[config.mk]
export PLATFORM = sky130hd
export DESIGN_NAME = cookie_header_splitter_decoder_top
export DESIGN_NICKNAME = d
export VERILOG_FILES = /design/src/design/ckspl_pkg.sv /design/src/design/ckspl_front.sv /design/src/design/ckspl_queue.sv /design/src/design/ckspl_back.sv /design/src/design/cookie_header_splitter_decoder_top.sv
export SDC_FILE = /design/constraint.sdc
export NUM_CORES = 1
export LEC_CHECK = 0
export ABC_AREA = 1
export ABC_CLOCK_PERIOD_IN_PS = 8900
export BUFFER_PORTS_ARGS = -buffer_cell sky130_fd_sc_hd__buf_2
export CAP_MARGIN = 10
export CORE_ASPECT_RATIO = 0.7
export CORE_UTILIZATION = 53
export DETAILED_ROUTE_END_ITERATION = 10
export GPL_TIMING_DRIVEN = 0
export PLACE_DENSITY = 0.78
export SYNTH_ARGS = -nofsm -noshare
export SYNTH_HDL_FRONTEND = slang
export SYNTH_SLANG_ARGS = --single-unit
[constraint.sdc]
create_clock -name clock -period 8.9 [get_ports clock]
set_input_delay 0.445 -clock clock [delete_from_list [all_inputs] [get_ports clock]]
set_output_delay 0.445 -clock clock [all_outputs]
set_load 0.005 [all_outputs]
[src/design/ckspl_pkg.sv]
package ckspl_pkg;

   localparam logic [1:0] KIND_NAME    = 2'd0;
   localparam logic [1:0] KIND_VALUE   = 2'd1;
   localparam logic [1:0] KIND_PAIREND = 2'd2;
   localparam logic [1:0] KIND_DROP    = 2'd3;

   localparam logic [7:0] CHAR_EQUAL   = 8'h3D;
   localparam logic [7:0] CHAR_SEMI    = 8'h3B;
   localparam logic [7:0] CHAR_PLUS    = 8'h2B;
   localparam logic [7:0] CHAR_MINUS   = 8'h2D;
   localparam logic [7:0] CHAR_PERCENT = 8'h25;
   localparam logic [7:0] CHAR_SPACE   = 8'h20;
   localparam logic [7:0] CHAR_TAB     = 8'h09;
   localparam logic [7:0] CHAR_CR      = 8'h0D;

   localparam logic [1:0] HEX_IDLE = 2'd0;
   localparam logic [1:0] HEX_ONE  = 2'd1;
   localparam logic [1:0] HEX_TWO  = 2'd2;

   localparam int MaxResults = 3;

   typedef enum logic [2:0] {
      PH_NAME  = 3'b001,
      PH_VALUE = 3'b010,
      PH_SKIP  = 3'b100
   } phase_type;

   // up to three results caused by one input transaction
   typedef struct packed {
      logic [1:0]                 cnt;
      logic [MaxResults-1:0][7:0] data;
      logic [MaxResults-1:0][1:0] kind;
   } bundle_type;

   function automatic logic [7:0] plain_char(input logic [7:0] c);
      return (c == CHAR_PLUS) ? CHAR_SPACE : c;
   endfunction

   // {valid, digit}
   function automatic logic [4:0] hex_val(input logic [7:0] c);
      logic [4:0] r;
      r = 5'd0;
      if (c >= 8'h30 && c <= 8'h39) begin
         r = {1'b1, 4'(c - 8'h30)};
      end else if (c >= 8'h61 && c <= 8'h66) begin
         r = {1'b1, 4'(c - 8'h57)};
      end else if (c >= 8'h41 && c <= 8'h46) begin
         r = {1'b1, 4'(c - 8'h37)};
      end
      return r;
   endfunction

   function automatic logic is_space(input logic [7:0] c);
      return (c == CHAR_SPACE) || (c >= CHAR_TAB && c <= CHAR_CR);
   endfunction

   // two-character base-16 parse with optional leading space or sign
   function automatic logic [7:0] parse_pair(input logic [7:0] h, input logic [7:0] c);
      logic [4:0] hv;
      logic [4:0] cv;
      logic [7:0] r;
      hv = hex_val(h);
      cv = hex_val(c);
      r  = 8'd0;
      if (is_space(h)) begin
         r = cv[4] ? {4'd0, cv[3:0]} : 8'd0;
      end else if (h == CHAR_PLUS || h == CHAR_MINUS) begin
         if (cv[4]) begin
            r = (h == CHAR_MINUS) ? 8'(8'd0 - {4'd0, cv[3:0]}) : {4'd0, cv[3:0]};
         end
      end else if (hv[4]) begin
         r = cv[4] ? {hv[3:0], cv[3:0]} : {4'd0, hv[3:0]};
      end
      return r;
   endfunction

endpackage

[src/design/ckspl_front.sv]
module ckspl_front
   import ckspl_pkg::*;
(
   input  logic       clock,
   input  logic       reset,
   input  logic       push,
   input  logic [7:0] in_byte,
   input  logic       end_of_header,
   input  logic       q_full,
   output logic       q_wr,
   output bundle_type q_wdata
);

   phase_type  phase_ff, phase_in;
   logic [1:0] hex_ff, hex_in;
   logic [7:0] held_ff, held_in;
   logic       accept;
   bundle_type res;

   assign accept = push && !q_full;

   always_comb begin
      res      = '0;
      phase_in = phase_ff;
      hex_in   = hex_ff;
      held_in  = held_ff;
      case (phase_ff)
         PH_SKIP: begin
            phase_in = PH_NAME;
            if (end_of_header) begin
               res.cnt     = 2'd1;
               res.kind[0] = KIND_DROP;
            end
         end
         PH_VALUE: begin
            case (hex_ff)
               HEX_ONE: begin
                  if (in_byte == CHAR_SEMI) begin
                     res.data[0] = CHAR_PERCENT;
                     res.kind[0] = KIND_VALUE;
                     res.kind[1] = KIND_PAIREND;
                     res.cnt     = 2'd2;
                     hex_in      = HEX_IDLE;
                     phase_in    = PH_SKIP;
                     if (end_of_header) begin
                        res.kind[2] = KIND_DROP;
                        res.cnt     = 2'd3;
                     end
                  end else if (end_of_header) begin
                     res.data[0] = CHAR_PERCENT;
                     res.kind[0] = KIND_VALUE;
                     res.data[1] = plain_char(in_byte);
                     res.kind[1] = KIND_VALUE;
                     res.kind[2] = KIND_PAIREND;
                     res.cnt     = 2'd3;
                  end else begin
                     held_in = in_byte;
                     hex_in  = HEX_TWO;
                  end
               end
               HEX_TWO: begin
                  if (in_byte == CHAR_SEMI) begin
                     res.data[0] = CHAR_PERCENT;
                     res.kind[0] = KIND_VALUE;
                     res.data[1] = plain_char(held_ff);
                     res.kind[1] = KIND_VALUE;
                     res.kind[2] = KIND_PAIREND;
                     res.cnt     = 2'd3;
                     hex_in      = HEX_IDLE;
                     phase_in    = PH_SKIP;
                  end else begin
                     res.data[0] = parse_pair(held_ff, in_byte);
                     res.kind[0] = KIND_VALUE;
                     res.cnt     = 2'd1;
                     hex_in      = HEX_IDLE;
                     if (end_of_header) begin
                        res.kind[1] = KIND_PAIREND;
                        res.cnt     = 2'd2;
                     end
                  end
               end
               default: begin
                  if (in_byte == CHAR_SEMI) begin
                     res.kind[0] = KIND_PAIREND;
                     res.cnt     = 2'd1;
                     phase_in    = PH_SKIP;
                     if (end_of_header) begin
                        res.kind[1] = KIND_DROP;
                        res.cnt     = 2'd2;
                     end
                  end else if (in_byte == CHAR_PERCENT) begin
                     if (end_of_header) begin
                        res.data[0] = CHAR_PERCENT;
                        res.kind[0] = KIND_VALUE;
                        res.kind[1] = KIND_PAIREND;
                        res.cnt     = 2'd2;
                     end else begin
                        hex_in = HEX_ONE;
                     end
                  end else begin
                     res.data[0] = plain_char(in_byte);
                     res.kind[0] = KIND_VALUE;
                     res.cnt     = 2'd1;
                     if (end_of_header) begin
                        res.kind[1] = KIND_PAIREND;
                        res.cnt     = 2'd2;
                     end
                  end
               end
            endcase
         end
         default: begin
            if (in_byte == CHAR_EQUAL) begin
               phase_in = PH_VALUE;
               hex_in   = HEX_IDLE;
               if (end_of_header) begin
                  res.kind[0] = KIND_PAIREND;
                  res.cnt     = 2'd1;
               end
            end else begin
               res.data[0] = in_byte;
               res.kind[0] = KIND_NAME;
               res.cnt     = 2'd1;
               if (end_of_header) begin
                  res.kind[1] = KIND_DROP;
                  res.cnt     = 2'd2;
               end
            end
         end
      endcase
      if (end_of_header) begin
         phase_in = PH_NAME;
         hex_in   = HEX_IDLE;
         held_in  = 8'd0;
      end
   end

   assign q_wr    = accept && (res.cnt != 2'd0);
   assign q_wdata = res;

   always_ff @(posedge clock) begin
      if (reset) begin
         phase_ff <= PH_NAME;
         hex_ff   <= HEX_IDLE;
         held_ff  <= 8'd0;
      end else if (accept) begin
         phase_ff <= phase_in;
         hex_ff   <= hex_in;
         held_ff  <= held_in;
      end
   end

`ifndef SYNTHESIS
   a_escape_only_in_value: assert property (@(posedge clock) disable iff (reset)
      (hex_ff != HEX_IDLE) |-> (phase_ff == PH_VALUE))
      else $error("escape pending outside value");
   a_header_end_resets: assert property (@(posedge clock) disable iff (reset)
      (accept && end_of_header) |=> (phase_ff == PH_NAME && hex_ff == HEX_IDLE))
      else $error("parse state not cleared at header end");
`endif

endmodule

[src/design/ckspl_queue.sv]
module ckspl_queue
   import ckspl_pkg::*;
#(
   parameter int DEPTH = 4
) (
   input  logic       clock,
   input  logic       reset,
   input  logic       wr,
   input  bundle_type wdata,
   output logic       full,
   input  logic       rd,
   output bundle_type rdata,
   output logic       empty
);

   localparam int AW = (DEPTH > 1) ? $clog2(DEPTH) : 1;
   localparam int CW = $clog2(DEPTH + 1);

   bundle_type           slots_ff [DEPTH];
   logic [AW-1:0]        wr_ptr_ff, wr_ptr_in;
   logic [AW-1:0]        rd_ptr_ff, rd_ptr_in;
   logic [CW-1:0]        count_ff, count_in;

   assign full  = (count_ff == CW'(DEPTH));
   assign empty = (count_ff == '0);
   assign rdata = slots_ff[rd_ptr_ff];

   always_comb begin
      wr_ptr_in = wr_ptr_ff;
      rd_ptr_in = rd_ptr_ff;
      count_in  = count_ff;
      if (wr) begin
         wr_ptr_in = (wr_ptr_ff == AW'(DEPTH - 1)) ? '0 : AW'(wr_ptr_ff + 1'b1);
      end
      if (rd) begin
         rd_ptr_in = (rd_ptr_ff == AW'(DEPTH - 1)) ? '0 : AW'(rd_ptr_ff + 1'b1);
      end
      if (wr && !rd) begin
         count_in = CW'(count_ff + 1'b1);
      end else if (rd && !wr) begin
         count_in = CW'(count_ff - 1'b1);
      end
   end

   always_ff @(posedge clock) begin
      if (wr) begin
         slots_ff[wr_ptr_ff] <= wdata;
      end
   end

   always_ff @(posedge clock) begin
      if (reset) begin
         wr_ptr_ff <= '0;
         rd_ptr_ff <= '0;
         count_ff  <= '0;
      end else begin
         wr_ptr_ff <= wr_ptr_in;
         rd_ptr_ff <= rd_ptr_in;
         count_ff  <= count_in;
      end
   end

`ifndef SYNTHESIS
   a_count_bound: assert property (@(posedge clock) disable iff (reset)
      count_ff <= CW'(DEPTH))
      else $error("queue count overflow");
   a_no_write_full: assert property (@(posedge clock) disable iff (reset)
      wr |-> !full)
      else $error("write into full queue");
   a_no_read_empty: assert property (@(posedge clock) disable iff (reset)
      rd |-> !empty)
      else $error("read from empty queue");
`endif

endmodule

[src/design/ckspl_back.sv]
module ckspl_back
   import ckspl_pkg::*;
(
   input  logic       clock,
   input  logic       reset,
   input  logic       q_empty,
   input  bundle_type q_rdata,
   output logic       q_rd,
   output logic       rsp_empty,
   input  logic       rsp_pop,
   output logic [7:0] rsp_out_byte,
   output logic [1:0] rsp_kind,
   output logic       rsp_last_of_run
);

   logic [1:0] idx_ff, idx_in;
   logic       valid_ff, valid_in;
   logic [7:0] byte_ff;
   logic [1:0] kind_ff;
   logic       last_ff;
   logic       load;
   logic       is_last;

   assign load    = !q_empty && (!valid_ff || rsp_pop);
   assign is_last = (idx_ff == 2'(q_rdata.cnt - 2'd1));
   assign q_rd    = load && is_last;

   always_comb begin
      idx_in   = idx_ff;
      valid_in = valid_ff;
      if (load) begin
         valid_in = 1'b1;
         idx_in   = is_last ? 2'd0 : 2'(idx_ff + 2'd1);
      end else if (rsp_pop) begin
         valid_in = 1'b0;
      end
   end

   always_ff @(posedge clock) begin
      if (load) begin
         byte_ff <= q_rdata.data[idx_ff];
         kind_ff <= q_rdata.kind[idx_ff];
         last_ff <= is_last;
      end
   end

   always_ff @(posedge clock) begin
      if (reset) begin
         idx_ff   <= 2'd0;
         valid_ff <= 1'b0;
      end else begin
         idx_ff   <= idx_in;
         valid_ff <= valid_in;
      end
   end

   assign rsp_empty       = !valid_ff;
   assign rsp_out_byte    = byte_ff;
   assign rsp_kind        = kind_ff;
   assign rsp_last_of_run = last_ff;

`ifndef SYNTHESIS
   a_index_in_bundle: assert property (@(posedge clock) disable iff (reset)
      !q_empty |-> (idx_ff < q_rdata.cnt))
      else $error("result index beyond bundle");
`endif

endmodule

[src/design/cookie_header_splitter_decoder_top.sv]
// path: a result is written into the bundle queue, then into the registered rsp port
// throughput: one input byte per cycle while the bundle queue has room
// each input yields zero to three results; the back end drains one result per cycle
// while the receiver pops, so an input with k results holds the output side for k pops
// reset: synchronous, active high; clears parse state, queue pointers and output valid
module cookie_header_splitter_decoder_top
   import ckspl_pkg::*;
#(
   parameter int QUEUE_DEPTH = 4
) (
   input  logic       clock,
   input  logic       reset,
   // input transaction side
   input  logic       req_push,
   output logic       req_full,
   input  logic [7:0] req_in_byte,
   input  logic       req_end_of_header,
   // result transaction side
   output logic       rsp_empty,
   input  logic       rsp_pop,
   output logic [7:0] rsp_out_byte,
   output logic [1:0] rsp_kind,
   output logic       rsp_last_of_run
);

   // bundles of results travel from the parser to the drain through a short queue
   logic       q_wr;
   logic       q_rd;
   logic       q_full;
   logic       q_empty;
   bundle_type q_wdata;
   bundle_type q_rdata;

   // parser only stalls when the queue cannot take another bundle
   assign req_full = q_full;

   // front: cookie parse state, percent decode, builds one bundle per input
   ckspl_front u_front (
      .clock         (clock),
      .reset         (reset),
      .push          (req_push),
      .in_byte       (req_in_byte),
      .end_of_header (req_end_of_header),
      .q_full        (q_full),
      .q_wr          (q_wr),
      .q_wdata       (q_wdata)
   );

   // decoupling queue, inputs with no results never enter it
   ckspl_queue #(
      .DEPTH (QUEUE_DEPTH)
   ) u_queue (
      .clock (clock),
      .reset (reset),
      .wr    (q_wr),
      .wdata (q_wdata),
      .full  (q_full),
      .rd    (q_rd),
      .rdata (q_rdata),
      .empty (q_empty)
   );

   // back: walks each bundle and feeds the registered result port
   ckspl_back u_back (
      .clock           (clock),
      .reset           (reset),
      .q_empty         (q_empty),
      .q_rdata         (q_rdata),
      .q_rd            (q_rd),
      .rsp_empty       (rsp_empty),
      .rsp_pop         (rsp_pop),
      .rsp_out_byte    (rsp_out_byte),
      .rsp_kind        (rsp_kind),
      .rsp_last_of_run (rsp_last_of_run)
   );

endmodule

# Word level (Yosys, flattened, before mapping)
# Memory sizes are Yosys's and may differ from the RTL's. A register that Yosys moved wholly into a read port is not among the register bits.
# Index checks and enable logic that the tools add are counted.
[classes]
add_sub_neg = 13
order_cmp = 15
eq_ne = 20
n_mux = 88
reduce_logical = 32
[op_table]
columns = ["operator", "count"]
rows = [
  ["2-to-1 mux 8 bit", 20],
  ["2-to-1 mux 5 bit", 12],
  ["equality test 8 x 6 -> 1 bit (second input constant)", 7],
  ["one-hot mux 8 bit (2 select lines)", 3],
  ["2-to-1 mux 2 bit", 23],
  ["greater-or-equal comparator 8 x 7 -> 1 bit (second input constant)", 4],
  ["less-or-equal comparator 8 x 7 -> 1 bit (second input constant)", 4],
  ["one-hot mux 2 bit (2 select lines)", 7],
  ["2-to-1 mux 22 bit", 1],
  ["2-to-1 mux 4 bit", 5],
  ["binary-select mux 8 bit (select 2 bit)", 1],
  ["greater-or-equal comparator 8 x 6 -> 1 bit (second input constant)", 2],
  ["less-or-equal comparator 8 x 6 -> 1 bit (second input constant)", 2],
  ["subtractor 4 x 3 -> 4 bit (second input constant)", 4],
  ["2-to-1 mux 3 bit", 5],
  ["2-to-1 mux 14 bit", 1],
  ["logical AND 1 bit", 13],
  ["nonzero test 2 bit", 5],
  ["greater-or-equal comparator 8 x 4 -> 1 bit (second input constant)", 1],
  ["less-or-equal comparator 8 x 4 -> 1 bit (second input constant)", 1],
  ["one-hot mux 4 bit (2 select lines)", 1],
  ["subtractor 4 x 1 -> 4 bit (second input constant)", 2],
  ["adder 2 x 1 -> 2 bit (second input constant)", 3],
  ["equality test 2 bit (second input constant)", 3],
  ["25 further kinds", 38],
]
[totals]
ff_bits = 34
mem_bits_rw = 96
wordCells = 180
mem_count = 1
[mem_list]
columns = ["memory", "words", "width", "rd", "rd_clocked_by_memory_dff", "wr", "line", "text"]
rows = [
  ["u_queue.slots_ff", 4, 24, 1, 1, 1, "ckspl_queue.sv:19", "bundle_type slots_ff [DEPTH];"],
]

# Longest topological paths before layout
[depth]
depth_word = 16
mapped_depth = 18

# Hierarchy
# A second synthesis with hierarchy kept.
[hier_totals]
cells_unflattened = 808
hier_area_um2 = 7987.7
[by_module_without_submodules]
columns = ["mod", "n_inst", "cells_per_inst", "area_per_inst_um2"]
rows = [
  ["ckspl_queue", 1, 368, 5235.0],
  ["ckspl_front", 1, 351, 2015.7],
  ["ckspl_back", 1, 89, 737.0],
]

# Worst setup path after synthesis
# No wires, ideal clock.
[synth_timing]
path_type = "input -> register"
start = "in req_in_byte[4]"
end = "mem u_queue.slots_ff[0][0] (netlist bit) (enable)"
t_arrival_ns = 2.800
t_required_ns = 8.495
path_slack_ns = 5.695
cell_stages = 11
n_path_buf = 1
path_cell_list = "buf_2 -> nand2_2 -> nor2_4 -> nand4_1 -> ha_1 -> nand2_1 -> nand4_1 -> nor2_2 -> nor2_4 -> inv_2 -> nor2_1"
[synth_rtl]
columns = ["element", "line", "text"]
rows = [
  ["start: declaration", "cookie_header_splitter_decoder_top.sv:16", "input logic [7:0] req_in_byte,"],
  ["end: declaration", "ckspl_queue.sv:19", ""],
]

==> impl_metrics.yaml <==
pwr:
  p_per_area_mw_per_mm2: 290
  comb_power_share: 0.300
  clkPwrFrac: 0.331
  seqPwrFrac: 0.369
  switching_share: 0.345
  p_leak_nw: 3.04
  vdd_ir_drop_max_mv: 0.186
  p_int_w: 0.00147
  p_switching_w: 0.000772
die:
  die_w_um: 136
  die_height_um: 95.9
  fp.dieArea_mm2: 0.0131
  ios: 26
  core_area_mm2: 0.0120
  initial_core_util: 0.558
  rows: 33
sta:
  setup_ws_ps: 5720
  relSlewSlack: 0.323
  setup_viol: 0
  post-route-period-util: 0.357
  finalClockSkew_ps: 9.00
  period_minus_slack_ps: 3180
  rsz0062_at_grt: "false"
  drv_slew: 0
  worst_pin_slew_ps: 1010
  setup_tns_ps: 0
  hold_viol: 0
  timing.fmax_mhz: 315
final_layout:
  final_common_cell: "nand2_1"
  final_cell_mix: "nand2_1 (115), nor2_1 (111), edfxtp_1 (107)"
  antenna_cells: 0
  final_cell_area_mm2: 0.00772
  syn_to_final_growth_pct: 15.6
  drive_gt1_frac: 0.122
  nNetsFinal: 805
placement:
  gp_routability_congestion: 1.04
  port_buffers: 23
  dp_slack_ps: 5440
  place_area_mm2: 0.00709
  dp_hpwl_mm: 12.5
worst_setup_path:
  endpoint_kind: "flip-flop"
  cpPeakStageDelay_ps: 660
  cp_slowest_cell: "nor2_2"
  required_ps: 9020
  path_class: "flip-flop to flip-flop"
  critPathLaunch: "u_front.hex_ff[0]"
  critPathMaxFanout: 13
  worstPathCellList: "inv_1 > ha_1 > inv_1 > nand2_1 > o21bai_1 > nand4_1 > nor2_2 > nor2_4 > inv_2 > nor2_2 > buf_8"
  worstReg2RegStart: "u_front.hex_ff[0]"
  arrival_ps: 3290
  crit_path_start_kind: "flip-flop"
cts:
  hold_buffers: 0
  clkTransAtPathRegs_ps: 60
  cts_setup_buffers: 0
  cts_tree: "done"
  ctsResizeCount: 0
  clk_latency_ps: 420
  cts_sinks: 132
  cts_buffer_depth: 2
  cts_inserted_buffers: 17
  cts_root_buffer: "clkbuf_16"
  h-tree-depth: 4
yosys:
  ys_ff_latch: 132
  seq_area_frac_synth: 0.556
  ys_types: 45
  synthCells: 725
  synth_area_mm2: 0.00668
  synth_area_per_cell_um2: 9.21
  synth-warning-count: 0
  synth_nets: 759
route:
  drc: 0
  wl_mm: 17.6
  via_per_inst: 5.94
  wl_per_cell_um: 18.7
  drtIter0Drc: 620
  ant_nets: 0
  via_count: 5587
  first_pass_iters: 7
run_status:
  status: "finished clean"
grt:
  grt_pass1_vias: 5185
  antenna_found_initial: 0
  gr-total-overflow: 0
  grt_pass1_wl_mm: 27.4
  grt_start_max_net_pins: 18
  grt_use_total: 0.288
flow_run:
  cap_violations: 0
min_path:
  worstHoldStart: "reset"
  min_path_type: "primary input to flip-flop"
power groups by stage:
stage | clock network, W | logic, W | registers [W]
2_1_floorplan | 0 | 0.000417 | 0.000834
3_5_place_dp | 0 | 0.000643 | 0.000838
4_1_cts | 0.000743 | 0.000658 | 0.000827
5_1_grt | 0.000770 | 0.000742 | 0.000834
3_3_place_gp | 0 | 0.000605 | 0.000835
6_report | 0.000740 | 0.000671 | 0.000827
state kept, by name, indices dropped and copies added (netlist names), named ones only:
register,count
u_queue.wr_ptr_ff,2
u_front.held_ff,8
u_back.valid_ff,1
u_back.rsp_kind,2
u_back.rsp_last_of_run,1
u_queue.rd_ptr_ff,2
u_back.rsp_out_byte,8
u_front.hex_ff,2
u_queue.count_ff,3
u_queue.slots_ff,96
u_back.idx_ff,2
u_front.phase_ff,3
layer usage:
metal | vias to the layer above | track usage | wire length (µm)
met3 | 36 | 0.0748 | 1660
met4 | 0 | 0.114 | 365
met2 | 324 | 0.438 | 7820
li1 | 2606 | - | -
met1 | 2621 | 0.395 | 7720
met5 | - | 0 | 0
worst paths after layout:
path / depth (start not counted) / to / slack (ps)
hold reg to reg: 2 / u_front.hex_ff[1] / 490
setup reg to reg: 11 / u_queue.slots_ff[3][21] / 5720
setup / recovery: 11 / u_queue.slots_ff[3][21] / 5720
hold / removal: 4 / u_queue.count_ff[2] / 360
layout make-up:
class / instances / area [µm²]
fill: 928 / 4250
sequential: 132 / 3710
multi-input combinational: 495 / 2590
clock buffer: 17 / 425
inverter: 72 / 272
clock inverter: 15 / 206
timing repair buffer: 27 / 200
tap: 157 / 196
buffer: 26 / 119
Yosys cell counts, drive strengths merged:
cell type,instances,area [µm²]
nor3,11,76.3
o311ai,1,8.76
nand3b,1,7.51
xor2,4,35.0
o221ai,3,26.3
nand3,35,180
o211ai,2,15.0
nand4,3,18.8
fa,1,20.0
o21bai,2,15.0
a22oi,4,30.0
clkbuf,18,67.6
nand2,121,484
o21a,1,7.51
o22ai,12,75.1
a32o,2,20.0
a31oi,11,68.8
o21ai,88,455
a211oi,8,60.1
clkinv,3,12.5
nor4,2,12.5
a21oi,38,190
inv,69,259
buf,8,51.3
nor2,121,489
o2111ai,1,8.76
and2,1,6.26
dfxtp,25,500
edfxtp,107,3210
ha,20,250
o31ai,2,15.0
critical path, delay by kind of cell, from the launching register on:
family,cells,cell delay [ps]
buffers and inverters,4,640
adders and majority gates,1,300
AOI/OAI and AO/OA,1,260
and+or+nand+nor,5,1310
DFF,1,340
kinds of logic (layout without fill, tap and decap cells):
| logic type | Yosys count | in the layout | share of synthesized area |
|---|---|---|---|
| xor gates and xnor gates | 4 | 4 | 0.00524 |
| buffers and inverters | 98 | 157 | 0.0584 |
| adders and majority gates | 21 | 21 | 0.0405 |
| DFF | 132 | 132 | 0.556 |
| AOI/OAI and AO/OA | 175 | 175 | 0.149 |
| and+or+nand+nor | 295 | 295 | 0.191 |
metrics by stage:
stage | power (W) | instances | util | hold WS [ps]
after global routing | 0.00235 | 941 | 0.645 | 371
after floorplan | 0.00125 | 725 | - | 451
after detailed placement | 0.00148 | 909 | 0.592 | 483
after global placement | 0.00144 | 905 | 0.584 | 464
after CTS | 0.00223 | 941 | 0.645 | 350
final | 0.00224 | 941 | 0.645 | 364
Power figures use the tool's default switching activity.
